===== src/rtl/core/lcasr_pkg.sv =====
`timescale 1ns / 1ps

package lcasr_pkg;

	localparam int DATA_BITS        = 24;
	localparam int SAMPLES_AVERAGED = 10;

	localparam int TARE_W     = 24;
	localparam int SCALE_W    = 24;
	localparam int WEIGHT_W   = 26;
	localparam int FRAC_SHIFT = 16;

	localparam int SUM_W    = DATA_BITS + $clog2(SAMPLES_AVERAGED);
	localparam int WORDS_W  = $clog2(SAMPLES_AVERAGED + 1);
	localparam int PIDX_W   = $clog2(DATA_BITS + 2);
	localparam int REM_W    = $clog2(SAMPLES_AVERAGED + 1);
	localparam int DIFF_W   = TARE_W + 1;
	localparam int TOP_W    = DIFF_W + 1 + SCALE_W - FRAC_SHIFT;
	localparam int ITER_MAX = (SUM_W > SCALE_W) ? SUM_W : SCALE_W;
	localparam int CNT_W    = $clog2(ITER_MAX);

	localparam int W_MAX = 2 ** (WEIGHT_W - 1) - 1;
	localparam int W_MIN = -(2 ** (WEIGHT_W - 1));

	localparam int IN_TDATA_W  = 8;
	localparam int OUT_TDATA_W = ((1 + WEIGHT_W + 7) / 8) * 8;

	localparam logic [0:0] REG_TARE  = 1'b0;
	localparam logic [0:0] REG_SCALE = 1'b1;

	localparam logic signed [TARE_W-1:0] TARE_RESET  = '0;
	localparam logic [SCALE_W-1:0]       SCALE_RESET = SCALE_W'(79476);

	typedef struct packed {
		logic                       valid;
		logic signed [WEIGHT_W-1:0] weight;
	} lcasr_res_t;

endpackage


===== src/rtl/core/lcasr_calc.sv =====
`timescale 1ns / 1ps

module lcasr_calc
	import lcasr_pkg::*;
(
	input  logic                     clk,
	input  logic                     arst_n,
	input  logic                     start,
	input  logic signed [SUM_W-1:0]  sum,
	input  logic signed [TARE_W-1:0] tare,
	input  logic [SCALE_W-1:0]       scale,
	input  logic                     take,
	output lcasr_res_t               res
);

	localparam logic [2:0] C_IDLE = 3'd0;
	localparam logic [2:0] C_DIV  = 3'd1;
	localparam logic [2:0] C_AVG  = 3'd2;
	localparam logic [2:0] C_MUL  = 3'd3;
	localparam logic [2:0] C_SAT  = 3'd4;
	localparam logic [2:0] C_DONE = 3'd5;

	logic [2:0]                 st_q;
	logic [CNT_W-1:0]           cnt_q;
	logic                       neg_q;
	logic [SUM_W-1:0]           dvd_q;
	logic [REM_W-1:0]           rem_q;
	logic signed [DIFF_W-1:0]   diff_q;
	logic signed [DIFF_W:0]     hi_q;
	logic [SCALE_W-1:0]         lo_q;
	logic signed [WEIGHT_W-1:0] wt_q;

	logic [REM_W:0]             trial;
	logic                       ge;
	logic [REM_W-1:0]           rem_nx;
	logic signed [DIFF_W-1:0]   quo;
	logic signed [DIFF_W-1:0]   avg;
	logic signed [DIFF_W+1:0]   mul_sum;
	logic signed [TOP_W-1:0]    prod_top;
	logic signed [WEIGHT_W-1:0] sat;

	// one quotient bit per cycle, remainder stays below the divisor
	assign trial  = {rem_q, dvd_q[SUM_W-1]};
	assign ge     = trial >= (REM_W + 1)'(SAMPLES_AVERAGED);
	assign rem_nx = ge ? REM_W'(trial - (REM_W + 1)'(SAMPLES_AVERAGED)) : REM_W'(trial);

	assign quo = signed'(DIFF_W'(dvd_q));
	assign avg = neg_q ? -quo : quo;

	// signed multiplicand, multiplier bits taken lsb first
	assign mul_sum = {hi_q[DIFF_W], hi_q} +
		(lo_q[0] ? {diff_q[DIFF_W-1], diff_q[DIFF_W-1], diff_q} : '0);

	assign prod_top = {hi_q, lo_q[SCALE_W-1:FRAC_SHIFT]};

	always_comb begin
		if (prod_top > signed'(TOP_W'(W_MAX))) begin
			sat = signed'(WEIGHT_W'(W_MAX));
		end else if (prod_top < signed'(TOP_W'(W_MIN))) begin
			sat = signed'(WEIGHT_W'(W_MIN));
		end else begin
			sat = signed'(WEIGHT_W'(prod_top));
		end
	end

	always_ff @(posedge clk or negedge arst_n) begin
		if (!arst_n) begin
			st_q  <= C_IDLE;
			cnt_q <= '0;
		end else begin
			case (st_q)
				C_IDLE: begin
					cnt_q <= '0;
					if (start) begin
						st_q <= C_DIV;
					end
				end
				C_DIV: begin
					cnt_q <= cnt_q + 1'b1;
					if (cnt_q == CNT_W'(SUM_W - 1)) begin
						st_q <= C_AVG;
					end
				end
				C_AVG: begin
					cnt_q <= '0;
					st_q  <= C_MUL;
				end
				C_MUL: begin
					cnt_q <= cnt_q + 1'b1;
					if (cnt_q == CNT_W'(SCALE_W - 1)) begin
						st_q <= C_SAT;
					end
				end
				C_SAT: begin
					st_q <= C_DONE;
				end
				C_DONE: begin
					if (take) begin
						st_q <= C_IDLE;
					end
				end
				default: begin
					st_q <= C_IDLE;
				end
			endcase
		end
	end

	always_ff @(posedge clk) begin
		case (st_q)
			C_IDLE: begin
				neg_q <= sum[SUM_W-1];
				dvd_q <= sum[SUM_W-1] ? unsigned'(-sum) : unsigned'(sum);
				rem_q <= '0;
			end
			C_DIV: begin
				dvd_q <= {dvd_q[SUM_W-2:0], ge};
				rem_q <= rem_nx;
			end
			C_AVG: begin
				diff_q <= avg - DIFF_W'(tare);
				hi_q   <= '0;
				lo_q   <= scale;
			end
			C_MUL: begin
				hi_q <= mul_sum[DIFF_W+1:1];
				lo_q <= {mul_sum[0], lo_q[SCALE_W-1:1]};
			end
			C_SAT: begin
				wt_q <= sat;
			end
			default: begin
			end
		endcase
	end

	assign res.valid  = (st_q == C_DONE);
	assign res.weight = wt_q;

`ifndef SYNTHESIS
	a_start_idle: assert property (@(posedge clk) disable iff (!arst_n)
		start |-> st_q == C_IDLE)
		else $error("start while busy");

	a_rem_bound: assert property (@(posedge clk) disable iff (!arst_n)
		st_q == C_DIV |-> rem_q < REM_W'(SAMPLES_AVERAGED))
		else $error("remainder out of range");

	a_done_holds: assert property (@(posedge clk) disable iff (!arst_n)
		(st_q == C_DONE && !take) |=> st_q == C_DONE && $stable(wt_q))
		else $error("result dropped");
`endif

endmodule


===== src/rtl/core/load_cell_adc_serial_reader_top.sv =====
// one tick per cycle unless busy or the output stalls; a taken tick is registered
// the tick that closes the last averaged word waits for the weight unit, which
// runs a bit-serial divide by the sample count and then a shift-add multiply;
// no tick is taken meanwhile
// arst_n clears the bus state, the sum and count, and loads the register defaults
`timescale 1ns / 1ps

module load_cell_adc_serial_reader_top
	import lcasr_pkg::*;
(
	input  logic                     clk,
	input  logic                     arst_n,

	input  logic                     s_axis_tvalid,
	output logic                     s_axis_tready,
	input  logic [IN_TDATA_W-1:0]    s_axis_tdata,  // dout

	output logic                     m_axis_tvalid,
	input  logic                     m_axis_tready,
	output logic [OUT_TDATA_W-1:0]   m_axis_tdata,  // sck, weight
	output logic                     m_axis_tuser,  // weight_valid

	input  logic                     cfg_valid,
	output logic                     cfg_ready,
	input  logic [0:0]               cfg_index,
	input  logic [31:0]              cfg_data
);

	localparam logic [1:0] PH_WAIT = 2'd0;
	localparam logic [1:0] PH_HIGH = 2'd1;
	localparam logic [1:0] PH_LOW  = 2'd2;

	logic signed [TARE_W-1:0] tare_q;
	logic [SCALE_W-1:0]       scale_q;

	logic [1:0]               phase_q, phase_nx;
	logic [PIDX_W-1:0]        pidx_q, pidx_nx;
	logic [DATA_BITS-1:0]     shift_q, shift_nx;
	logic signed [SUM_W-1:0]  sum_q, sum_nx, sum_add;
	logic [WORDS_W-1:0]       words_q, words_nx;
	logic                     busy_q;

	logic                     ovalid_q;
	logic [OUT_TDATA_W-1:0]   odata_q;
	logic                     ouser_q;

	logic                     din;
	logic                     sck;
	logic                     fire;
	logic                     s_accept;
	logic                     out_free;
	logic                     ld_tick;
	logic                     ld_res;
	lcasr_res_t               res;

	assign din      = s_axis_tdata[0];
	assign out_free = !ovalid_q || m_axis_tready;
	assign s_axis_tready = !busy_q && out_free;
	assign s_accept = s_axis_tvalid && s_axis_tready;
	assign cfg_ready = 1'b1;

	assign sum_add = sum_q + SUM_W'(signed'(shift_q));

	always_comb begin
		phase_nx = phase_q;
		pidx_nx  = pidx_q;
		shift_nx = shift_q;
		sum_nx   = sum_q;
		words_nx = words_q;
		sck      = 1'b0;
		fire     = 1'b0;
		case (phase_q)
			PH_HIGH: begin
				sck      = 1'b1;
				phase_nx = PH_LOW;
			end
			PH_LOW: begin
				if (pidx_q < PIDX_W'(DATA_BITS)) begin
					shift_nx = {shift_q[DATA_BITS-2:0], din};
				end
				pidx_nx = pidx_q + 1'b1;
				if (pidx_q == PIDX_W'(DATA_BITS)) begin
					sum_nx   = sum_add;
					words_nx = words_q + 1'b1;
					if (words_q == WORDS_W'(SAMPLES_AVERAGED - 1)) begin
						fire     = 1'b1;
						sum_nx   = '0;
						words_nx = '0;
					end
					shift_nx = '0;
					pidx_nx  = '0;
					phase_nx = PH_WAIT;
				end else begin
					phase_nx = PH_HIGH;
				end
			end
			default: begin
				phase_nx = din ? PH_WAIT : PH_HIGH;
				pidx_nx  = '0;
				shift_nx = '0;
			end
		endcase
	end

	always_ff @(posedge clk or negedge arst_n) begin
		if (!arst_n) begin
			tare_q  <= TARE_RESET;
			scale_q <= SCALE_RESET;
		end else if (cfg_valid && cfg_ready) begin
			case (cfg_index)
				REG_TARE:  tare_q  <= signed'(cfg_data[TARE_W-1:0]);
				REG_SCALE: scale_q <= cfg_data[SCALE_W-1:0];
				default: begin
				end
			endcase
		end
	end

	always_ff @(posedge clk or negedge arst_n) begin
		if (!arst_n) begin
			phase_q <= PH_WAIT;
			pidx_q  <= '0;
			shift_q <= '0;
			sum_q   <= '0;
			words_q <= '0;
		end else if (s_accept) begin
			phase_q <= phase_nx;
			pidx_q  <= pidx_nx;
			shift_q <= shift_nx;
			sum_q   <= sum_nx;
			words_q <= words_nx;
		end
	end

	assign ld_tick = s_accept && !fire;
	assign ld_res  = res.valid && out_free;

	always_ff @(posedge clk or negedge arst_n) begin
		if (!arst_n) begin
			busy_q   <= 1'b0;
			ovalid_q <= 1'b0;
		end else begin
			if (s_accept && fire) begin
				busy_q <= 1'b1;
			end else if (ld_res) begin
				busy_q <= 1'b0;
			end
			if (ld_tick || ld_res) begin
				ovalid_q <= 1'b1;
			end else if (m_axis_tready) begin
				ovalid_q <= 1'b0;
			end
		end
	end

	always_ff @(posedge clk) begin
		if (ld_res) begin
			odata_q <= OUT_TDATA_W'({res.weight, 1'b0});
			ouser_q <= 1'b1;
		end else if (ld_tick) begin
			odata_q <= OUT_TDATA_W'({{WEIGHT_W{1'b0}}, sck});
			ouser_q <= 1'b0;
		end
	end

	assign m_axis_tvalid = ovalid_q;
	assign m_axis_tdata  = odata_q;
	assign m_axis_tuser  = ouser_q;

	lcasr_calc u_calc (
		.clk    (clk),
		.arst_n (arst_n),
		.start  (s_accept && fire),
		.sum    (sum_add),
		.tare   (tare_q),
		.scale  (scale_q),
		.take   (ld_res),
		.res    (res)
	);

`ifndef SYNTHESIS
	a_res_busy: assert property (@(posedge clk) disable iff (!arst_n)
		res.valid |-> busy_q)
		else $error("weight ready without a pending word");

	a_fire_busy: assert property (@(posedge clk) disable iff (!arst_n)
		(s_accept && fire) |=> busy_q && !s_axis_tready)
		else $error("tick taken during weight computation");

	a_pidx_bound: assert property (@(posedge clk) disable iff (!arst_n)
		pidx_q <= PIDX_W'(DATA_BITS))
		else $error("pulse index out of range");

	a_wait_clear: assert property (@(posedge clk) disable iff (!arst_n)
		phase_q == PH_WAIT |-> pidx_q == '0 && shift_q == '0)
		else $error("stale word while waiting");

	a_words_bound: assert property (@(posedge clk) disable iff (!arst_n)
		words_q < WORDS_W'(SAMPLES_AVERAGED))
		else $error("word count out of range");
`endif

endmodule

===== config.mk =====
export PLATFORM = sky130hd
export DESIGN_NAME = load_cell_adc_serial_reader_top
export DESIGN_NICKNAME = d
export VERILOG_FILES = /design/src/rtl/core/lcasr_pkg.sv /design/src/rtl/core/lcasr_calc.sv /design/src/rtl/core/load_cell_adc_serial_reader_top.sv
export SDC_FILE = /design/constraint.sdc
export NUM_CORES = 1
export LEC_CHECK = 0
export BUFFER_PORTS_ARGS = -buffer_cell sky130_fd_sc_hd__buf_2
export CORE_UTILIZATION = 67
export CTS_CLUSTER_SIZE = 20
export DETAILED_ROUTE_END_ITERATION = 8
export HOLD_SLACK_MARGIN = 0.08
export PLACE_DENSITY = 0.88
export SLEW_MARGIN = 10
export SYNTH_ARGS = -nofsm -noshare
export SYNTH_HDL_FRONTEND = slang
export SYNTH_SLANG_ARGS = --single-unit
export TNS_END_PERCENT = 1

===== constraint.sdc =====
create_clock -name clk -period 9.11 [get_ports clk]
set_clock_uncertainty 0.15 [all_clocks]
set_input_delay 1.822 -clock clk [delete_from_list [all_inputs] [get_ports clk]]
set_output_delay 1.822 -clock clk [all_outputs]
set_load 0.1 [all_outputs]

==> out/metrics.json, run 1 <==
{
  "status": {
    "outcome": "complete, no violations"
  },
  "floorplan": {
    "die_height_microns": 158.2,
    "row_count": 56,
    "core_region_area_sq_mm": 0.02368,
    "die_width_microns": 158.2,
    "die_area_sq_mm": 0.02502,
    "total_i_o_pin_count": 82,
    "floorplan.initialDensity_pct": 69.01
  },
  "detailed_routing": {
    "remaining_drc_errors": 0,
    "route.final.wire_length_mm": 35.38,
    "drt-pass1-iter-count": 6,
    "route.vias.total": 12240,
    "vias_per_cell": 6.320,
    "drt.antenna.violating_nets": 0,
    "first_iter_violations": 923,
    "drt-wirelength-per-cell_microns": 18.28
  },
  "layout": {
    "layout.cells.most_common_list": "sky130_fd_sc_hd__edfxtp_1, sky130_fd_sc_hd__dfrtp_1, sky130_fd_sc_hd__nand2_1",
    "final_core_utilization_pct": 75.37,
    "antenna_cells": 0,
    "stdcell_count": 1936,
    "areaGrowthSynthToFinish_pct": 9.217,
    "final_net_count": 1729,
    "share_of_layout_cells_above_drive_strength_1_pct": 13.85,
    "layout.cells.most_common": "sky130_fd_sc_hd__edfxtp_1"
  },
  "logic_synthesis": {
    "synthCells": 1556,
    "most_frequently_used_flop_master_after_synthesis": "sky130_fd_sc_hd__edfxtp_1",
    "synth-warning-count": 0,
    "synth.ff_latch_count": 283,
    "synth-edff-count": 160,
    "synth_async_sr_flop_share_pct": 42.76,
    "synth-seq-area-share_pct": 48.24,
    "post_synthesis_cell_area_sq_mm": 0.01634,
    "syn-mean-instance-area_sq_um": 10.50,
    "synth_cell_type_count": 83
  },
  "pwr": {
    "power_frac_clock_pct": 43.5,
    "power_per_cell_area_mw_per_mm2": 154.4,
    "switching_share_pct": 21.77,
    "intPower_uw": 2155,
    "vdd.ir_drop.worst_uv": 231.1,
    "finalPower_uw": 2755,
    "power.share.sequential_pct": 50.9,
    "power_frac_comb_pct": 5.6,
    "static-leakage-power_uw": 0.007475,
    "power.switching_uw": 599.7
  },
  "clock_tree": {
    "cts.root.buffer_cell": "sky130_fd_sc_hd__clkbuf_16",
    "cts_max_path_buffers": 3,
    "clk_pin_slew_ns": 0.06,
    "cts-htree-levels": 1,
    "cts.repair.resized": 0,
    "insertion_delay_ns": 0.56,
    "tritoncts.num_buffers": 28,
    "cts.hold.buffers_added": 0,
    "post_cts_buffers": 0,
    "clock-sinks": 283,
    "tritoncts_clock_tree": "yes"
  },
  "timing": {
    "worstMarginPinSlew_ns": 1.186,
    "slew-limit-headroom_pct": 20.60,
    "rsz0062_at_grt": "no",
    "slew_violations": 0,
    "max_freq_mhz": 215.4,
    "setup_viol_count_final": 0,
    "finalCritPeriodShare_pct": 50.97,
    "period_minus_slack_ns": 4.643,
    "timing_hold_violations_final": 0,
    "tns_ns": 0
  },
  "place": {
    "numPlacedInstances": 1884,
    "dp_hpwl_mm": 24.50,
    "finalWeightedCongestion": 0.8947,
    "io_buffer_count": 60
  },
  "job": {
    "maxCapViolations": 0
  },
  "setup_path": {
    "crit_type": "input pin to primary output",
    "cp-end-kind": "primary output",
    "worst-path-max-fanout": 3,
    "startpoint_type": "input pin",
    "worst_ep_arrival_time_ns": 2.67,
    "req_time_crit_path_ns": 7.14
  },
  "global_routing": {
    "grt_antenna_before_repair": 0,
    "maximum_number_of_pins_on_one_net_before_global_route_repair": 77,
    "gr-total-overflow": 0,
    "global_route_wire_length_before_repair_mm": 58.20,
    "grtUsageTotal_pct": 29.42,
    "grt_pass1_vias": 12060
  },
  "hold_path": {
    "hold_class": "register to register"
  }
}
==> synth_stat cells (48+ instances only) <==
| cell type | n | area [sq um] |
|---|---|---|
| sky130_fd_sc_hd__edfxtp_1 | 160 | 4805 |
| sky130_fd_sc_hd__dfrtp_1 | 112 | 2803 |
| sky130_fd_sc_hd__nand2_1 | 108 | 405.4 |
| sky130_fd_sc_hd__nor2_1 | 108 | 405.4 |
| sky130_fd_sc_hd__a21oi_1 | 99 | 495.5 |
| sky130_fd_sc_hd__o21ai_0 | 94 | 470.5 |
| sky130_fd_sc_hd__ha_1 | 85 | 1064 |
| sky130_fd_sc_hd__xnor2_1 | 67 | 586.8 |
| sky130_fd_sc_hd__inv_1 | 63 | 236.5 |
| sky130_fd_sc_hd__and2_1 | 60 | 375.4 |
| sky130_fd_sc_hd__a21o_1 | 57 | 427.9 |
| sky130_fd_sc_hd__mux2_2 | 55 | 619.3 |
| sky130_fd_sc_hd__clkbuf_1 | 50 | 187.7 |
| sky130_fd_sc_hd__a22o_1 | 48 | 420.4 |
==> kinds of logic (layout without fill, tap and decap cells) <==
family | after synthesis | count (layout) | synth area share [%]
mux | 59 | 59 | 4.035
xor+xnor | 100 | 100 | 5.359
buf+inv | 134 | 191 | 3.384
flops | 283 | 283 | 48.24
simple gates | 463 | 463 | 14.51
other cells | 2 | 6 | 0.04595
compound gates | 427 | 427 | 17.55
fa+ha+maj | 88 | 88 | 6.875
==> worst paths after layout <==
| kind | cells after the start | start | endpoint | slack [ns] |
|---|---|---|---|---|
| worst max-delay path | 4 | m_axis_tready | s_axis_tready | 4.47 |
| worst min-delay path | 1 | m_axis_tuser | m_axis_tuser | 0.32 |
| worst max register to register | 14 | u_calc.dvd_q[8] | u_calc.diff_q[22] | 4.65 |
| worst min register to register | 1 | m_axis_tuser | m_axis_tuser | 0.32 |
| max in group asynchronous | 2 | arst_n | scale_q[19] | 6.22 |
| min in group asynchronous | 1 | arst_n | pidx_q[2] | 1.09 |
==> per-stage QoR <==
stage	hold slack [ns]	setup slack (ns)	instance area (sq um)
after global routing	0.3430	4.416	17850
after global placement	0.2777	4.491	16890
after detailed placement	0.3095	4.491	16890
after CTS	0.3242	4.466	17850
final	0.3183	4.467	17850
after floorplan	0.3026	4.294	16360
==> layout make-up <==
type / count / area (sq um)
Clock inverter: 17 / 203.9
Multi-Input combinational cell: 1143 / 7950
Clock buffer: 35 / 757.0
Inverter: 64 / 240.2
Tap cell: 319 / 399.1
Timing Repair Buffer: 75 / 415.4
Sequential cell: 283 / 7884
Fill cell: 1511 / 5833
==> per-layer routing <==
metal  track usage [%]  vias to the layer above  wire [microns]  share of wire (%)
met1             36.59                     5899           14260                 40
met4             10.39                        0            1046                3.0
met3             3.832                       85            2369                6.7
met5                 0                        -               0                  0
met2             52.42                      473           17700                 50
li1                  -                     5778               -                  -
==> power by group through the flow <==
stage               Clock (uW)  Sequential (uW)  Combinational, uW
finish                    1200             1400                153
global route              1260             1400                169
global placement             0             1420                142
detailed placement           0             1430                151
CTS                       1210             1400                153
floorplan                    0             1420                109
==> registers in the layout, summed over array words and instances (netlist names), 5 cells and up <==
signal / count
m_axis_tdata: 27
u_calc.diff_q: 25
scale_q: 24
shift_q: 24
u_calc.dvd_q: 28
pidx_q: 5
u_calc.hi_q: 26
u_calc.wt_q: 26
sum_q: 28
tare_q: 24
u_calc.lo_q: 24
u_calc.cnt_q: 5
==> critical path, cell delays in order <==
cell and delay, ns:
sky130_fd_sc_hd__buf_2 0.08, sky130_fd_sc_hd__nand2b_1 0.13, sky130_fd_sc_hd__and2_1 0.19, sky130_fd_sc_hd__buf_2 0.44
Note: power is estimated with default switching activity, not from simulation.
==> run 2, diff against run 1 <==
CORE_UTILIZATION = 56   (was 67)
PLACE_DENSITY = 0.79   (was 0.88)
clock period = 3.89 ns   (was 9.11 ns; I/O delays follow)
==> run 2 against run 1 <==
  * Total power increased by 140%
  * First-iteration DRC count fell by 1.3%
  * Critical endpoint is now u_calc.dvd_q[22]
  * Highest routed layer unchanged
  * Global-route usage shrank 5.8 points
  * Hold slack got worse by 0.15 ns
  * Register-to-register slack got worse by 4.6 ns
  * Critical path depth is 9 higher
  * Largest power group unchanged
  * Non-clock buffer count up 65
  * Routed wire length is 2.1% lower
  * Core utilization fell by 10 points
  * Sequential share of layout area shrank 2.0 points
  * Via count decreased by 0.70%
  * Clock power increased by 150%
==> out/metrics.json, run 2 (synthesized netlist as in run 1, its figures left out) <==
{
  "status": {
    "outcome": "complete, no violations"
  },
  "floorplan": {
    "row_count": 62,
    "floorplan.initialDensity_pct": 56.94,
    "die_height_microns": 172.8,
    "die_area_sq_mm": 0.02987,
    "core_region_area_sq_mm": 0.02870,
    "total_i_o_pin_count": 82,
    "die_width_microns": 172.8
  },
  "setup_path": {
    "setup.reg_to_reg.worst_slack_ns": 0.04,
    "cp_slowest_stage_delay_ns": 0.40,
    "regToRegStartpoint": "shift_q[0]",
    "worst-path-max-fanout": 4,
    "worst_r2r_endpoint": "u_calc.dvd_q[22]",
    "crit_type": "register to register",
    "worst_ep_arrival_time_ns": 4.02,
    "r2r_cells": 13,
    "req_time_crit_path_ns": 4.06,
    "slowest_cp_cell": "sky130_fd_sc_hd__or3_1",
    "critical_path.n_buffers_inverters": 1,
    "cp-end-kind": "register",
    "timing.critical_path.max_delay_family": "compound AO/OA/AOI/OAI gates",
    "crit_path_cell_trace": "ha_1 > inv_1 > fa_1 > and2b_1 > o2111a_1 > o31a_1 > or3_1 > a2111oi_2 > nand4bb_2 > nor4_4 > a21oi_1 > xor2_1 > mux2_2",
    "startpoint_type": "register"
  },
  "clock_tree": {
    "insertion_delay_ns": 0.58,
    "clock-sinks": 283,
    "cts.hold.buffers_added": 0,
    "cts_max_path_buffers": 3,
    "tritoncts_clock_tree": "yes",
    "cts.root.buffer_cell": "sky130_fd_sc_hd__clkbuf_16",
    "clk_pin_slew_ns": 0.06,
    "cts-htree-levels": 1,
    "tritoncts.num_buffers": 30
  },
  "place": {
    "post_place_cell_area_sq_mm": 0.01746,
    "finalWeightedCongestion": 0.9162,
    "place_ws_ns": -0.03822,
    "numPlacedInstances": 2014,
    "dp_hpwl_mm": 25.17,
    "io_buffer_count": 60
  },
  "global_routing": {
    "grt_util_met2_pct": 41.78,
    "grt_pass1_vias": 12000,
    "gr-total-overflow": 0,
    "maximum_number_of_pins_on_one_net_before_global_route_repair": 63,
    "global_route_wire_length_before_repair_mm": 58.57,
    "grt_antenna_before_repair": 0,
    "groute.layer.met3.usage_pct": 2.551,
    "highest_utilization_routing_layer_at_the_global_route_stage": "met2",
    "grtUsageMet1_pct": 30.80,
    "grtUsageTotal_pct": 23.59
  },
  "timing": {
    "timing_hold_violations_final": 0,
    "rsz0062_at_grt": "yes",
    "slew-limit-headroom_pct": 24.13,
    "max_freq_mhz": 260.1,
    "period_minus_slack_ns": 3.845,
    "finalCritPeriodShare_pct": 98.85,
    "worstMarginPinSlew_ns": 1.138,
    "slew_violations": 0,
    "final.setup.worst_slack_ns": 0.04483,
    "setup_viol_count_final": 0
  },
  "layout": {
    "final_core_utilization_pct": 65.12,
    "final_cell_area_sq_mm": 0.01869,
    "layout.cells.most_common": "sky130_fd_sc_hd__edfxtp_1",
    "stdcell_count": 2070,
    "final_net_count": 1796,
    "areaGrowthSynthToFinish_pct": 14.37,
    "antenna_cells": 0,
    "layout.cells.most_common_list": "sky130_fd_sc_hd__edfxtp_1, sky130_fd_sc_hd__dfrtp_1, sky130_fd_sc_hd__nand2_1",
    "share_of_layout_cells_above_drive_strength_1_pct": 19.28
  },
  "hold_path": {
    "hold_class": "input pin to async pin"
  },
  "detailed_routing": {
    "first_iter_violations": 911,
    "drt-wirelength-per-cell_microns": 16.74,
    "drt-pass1-iter-count": 5,
    "route.final.wire_length_mm": 34.65,
    "drt.antenna.violating_nets": 0,
    "remaining_drc_errors": 0,
    "route.vias.total": 12150,
    "vias_per_cell": 5.869
  },
  "pwr": {
    "power_per_cell_area_mw_per_mm2": 356.0,
    "finalPower_uw": 6654,
    "vdd.ir_drop.worst_uv": 340.8,
    "static-leakage-power_uw": 0.007885
  },
  "job": {
    "maxCapViolations": 0
  }
}
[run 2: how the worst max path moves through the flow]
stage	start	end	slack, ns	cells after the start
floorplan	u_calc.dvd_q[8]	u_calc.diff_q[22]	0.03	14
global placement	shift_q[0]	u_calc.dvd_q[24]	0.04	13
detailed placement	u_calc.dvd_q[2]	u_calc.diff_q[23]	-0.04	15
CTS	u_calc.dvd_q[2]	u_calc.diff_q[21]	0.01	15
global route	u_calc.dvd_q[0]	u_calc.diff_q[22]	-0.14	16
finish	shift_q[0]	u_calc.dvd_q[22]	0.04	13
[run 2: layer usage]
| metal | routed length [microns] | up-vias | share of wire [%] |
|---|---|---|---|
| met2 | 17320 | 307 | 50 |
| met1 | 14950 | 5876 | 43 |
| li1 | - | 5908 | - |
| met3 | 1541 | 58 | 4.4 |
| met5 | 0 | - | 0 |
| met4 | 842 | 0 | 2.4 |
[run 2: area by class of cell]
| cell class | count | area [sq um] |
|---|---|---|
| multi-input combinational | 1143 | 8118 |
| timing repair buffer | 140 | 903.4 |
| fill | 2158 | 10010 |
| clock buffer | 35 | 842.1 |
| sequential | 283 | 7884 |
| clock inverter | 21 | 224.0 |
| tap | 384 | 480.5 |
| inverter | 64 | 240.2 |
[run 2: worst reg2reg max path, cell delays in order (launching register included)]
cell	delay (ns)
sky130_fd_sc_hd__dfrtp_1	0.39
sky130_fd_sc_hd__ha_1	0.22
sky130_fd_sc_hd__inv_1	0.07
sky130_fd_sc_hd__fa_1	0.17
sky130_fd_sc_hd__and2b_1	0.19
sky130_fd_sc_hd__o2111a_1	0.26
sky130_fd_sc_hd__o31a_1	0.32
sky130_fd_sc_hd__or3_1	0.40
sky130_fd_sc_hd__a2111oi_2	0.41
sky130_fd_sc_hd__nand4bb_2	0.19
sky130_fd_sc_hd__nor4_4	0.26
sky130_fd_sc_hd__a21oi_1	0.14
sky130_fd_sc_hd__xor2_1	0.16
sky130_fd_sc_hd__mux2_2	0.26
[run 2: report_power, final]
part / internal, uW / switching, uW / leakage (uW)
Combinational: 161 / 215 / 0.00440
Clock: 1760 / 1230 / 0.000523
Sequential: 3250 / 32.1 / 0.00296
Total: 5180 / 1480 / 0.00788
[run 2: timing repair]
| item | 4_1_cts | 5_1_grt |
|---|---|---|
| pin swaps | 0 | 6 |
| setup endpoints to repair | 4 | 35 |
| resized for setup | 6 | 31 |
| setup buffers | 0 | 0 |
[run 2: through the flow]
stage,setup TNS [ns],hold WS (ns)
global route,-0.7329,0.2211
global placement,0,0.2883
detailed placement,-0.03822,0.3000
CTS,0,0.1800
finish,0,0.1696
floorplan,0,0.3026
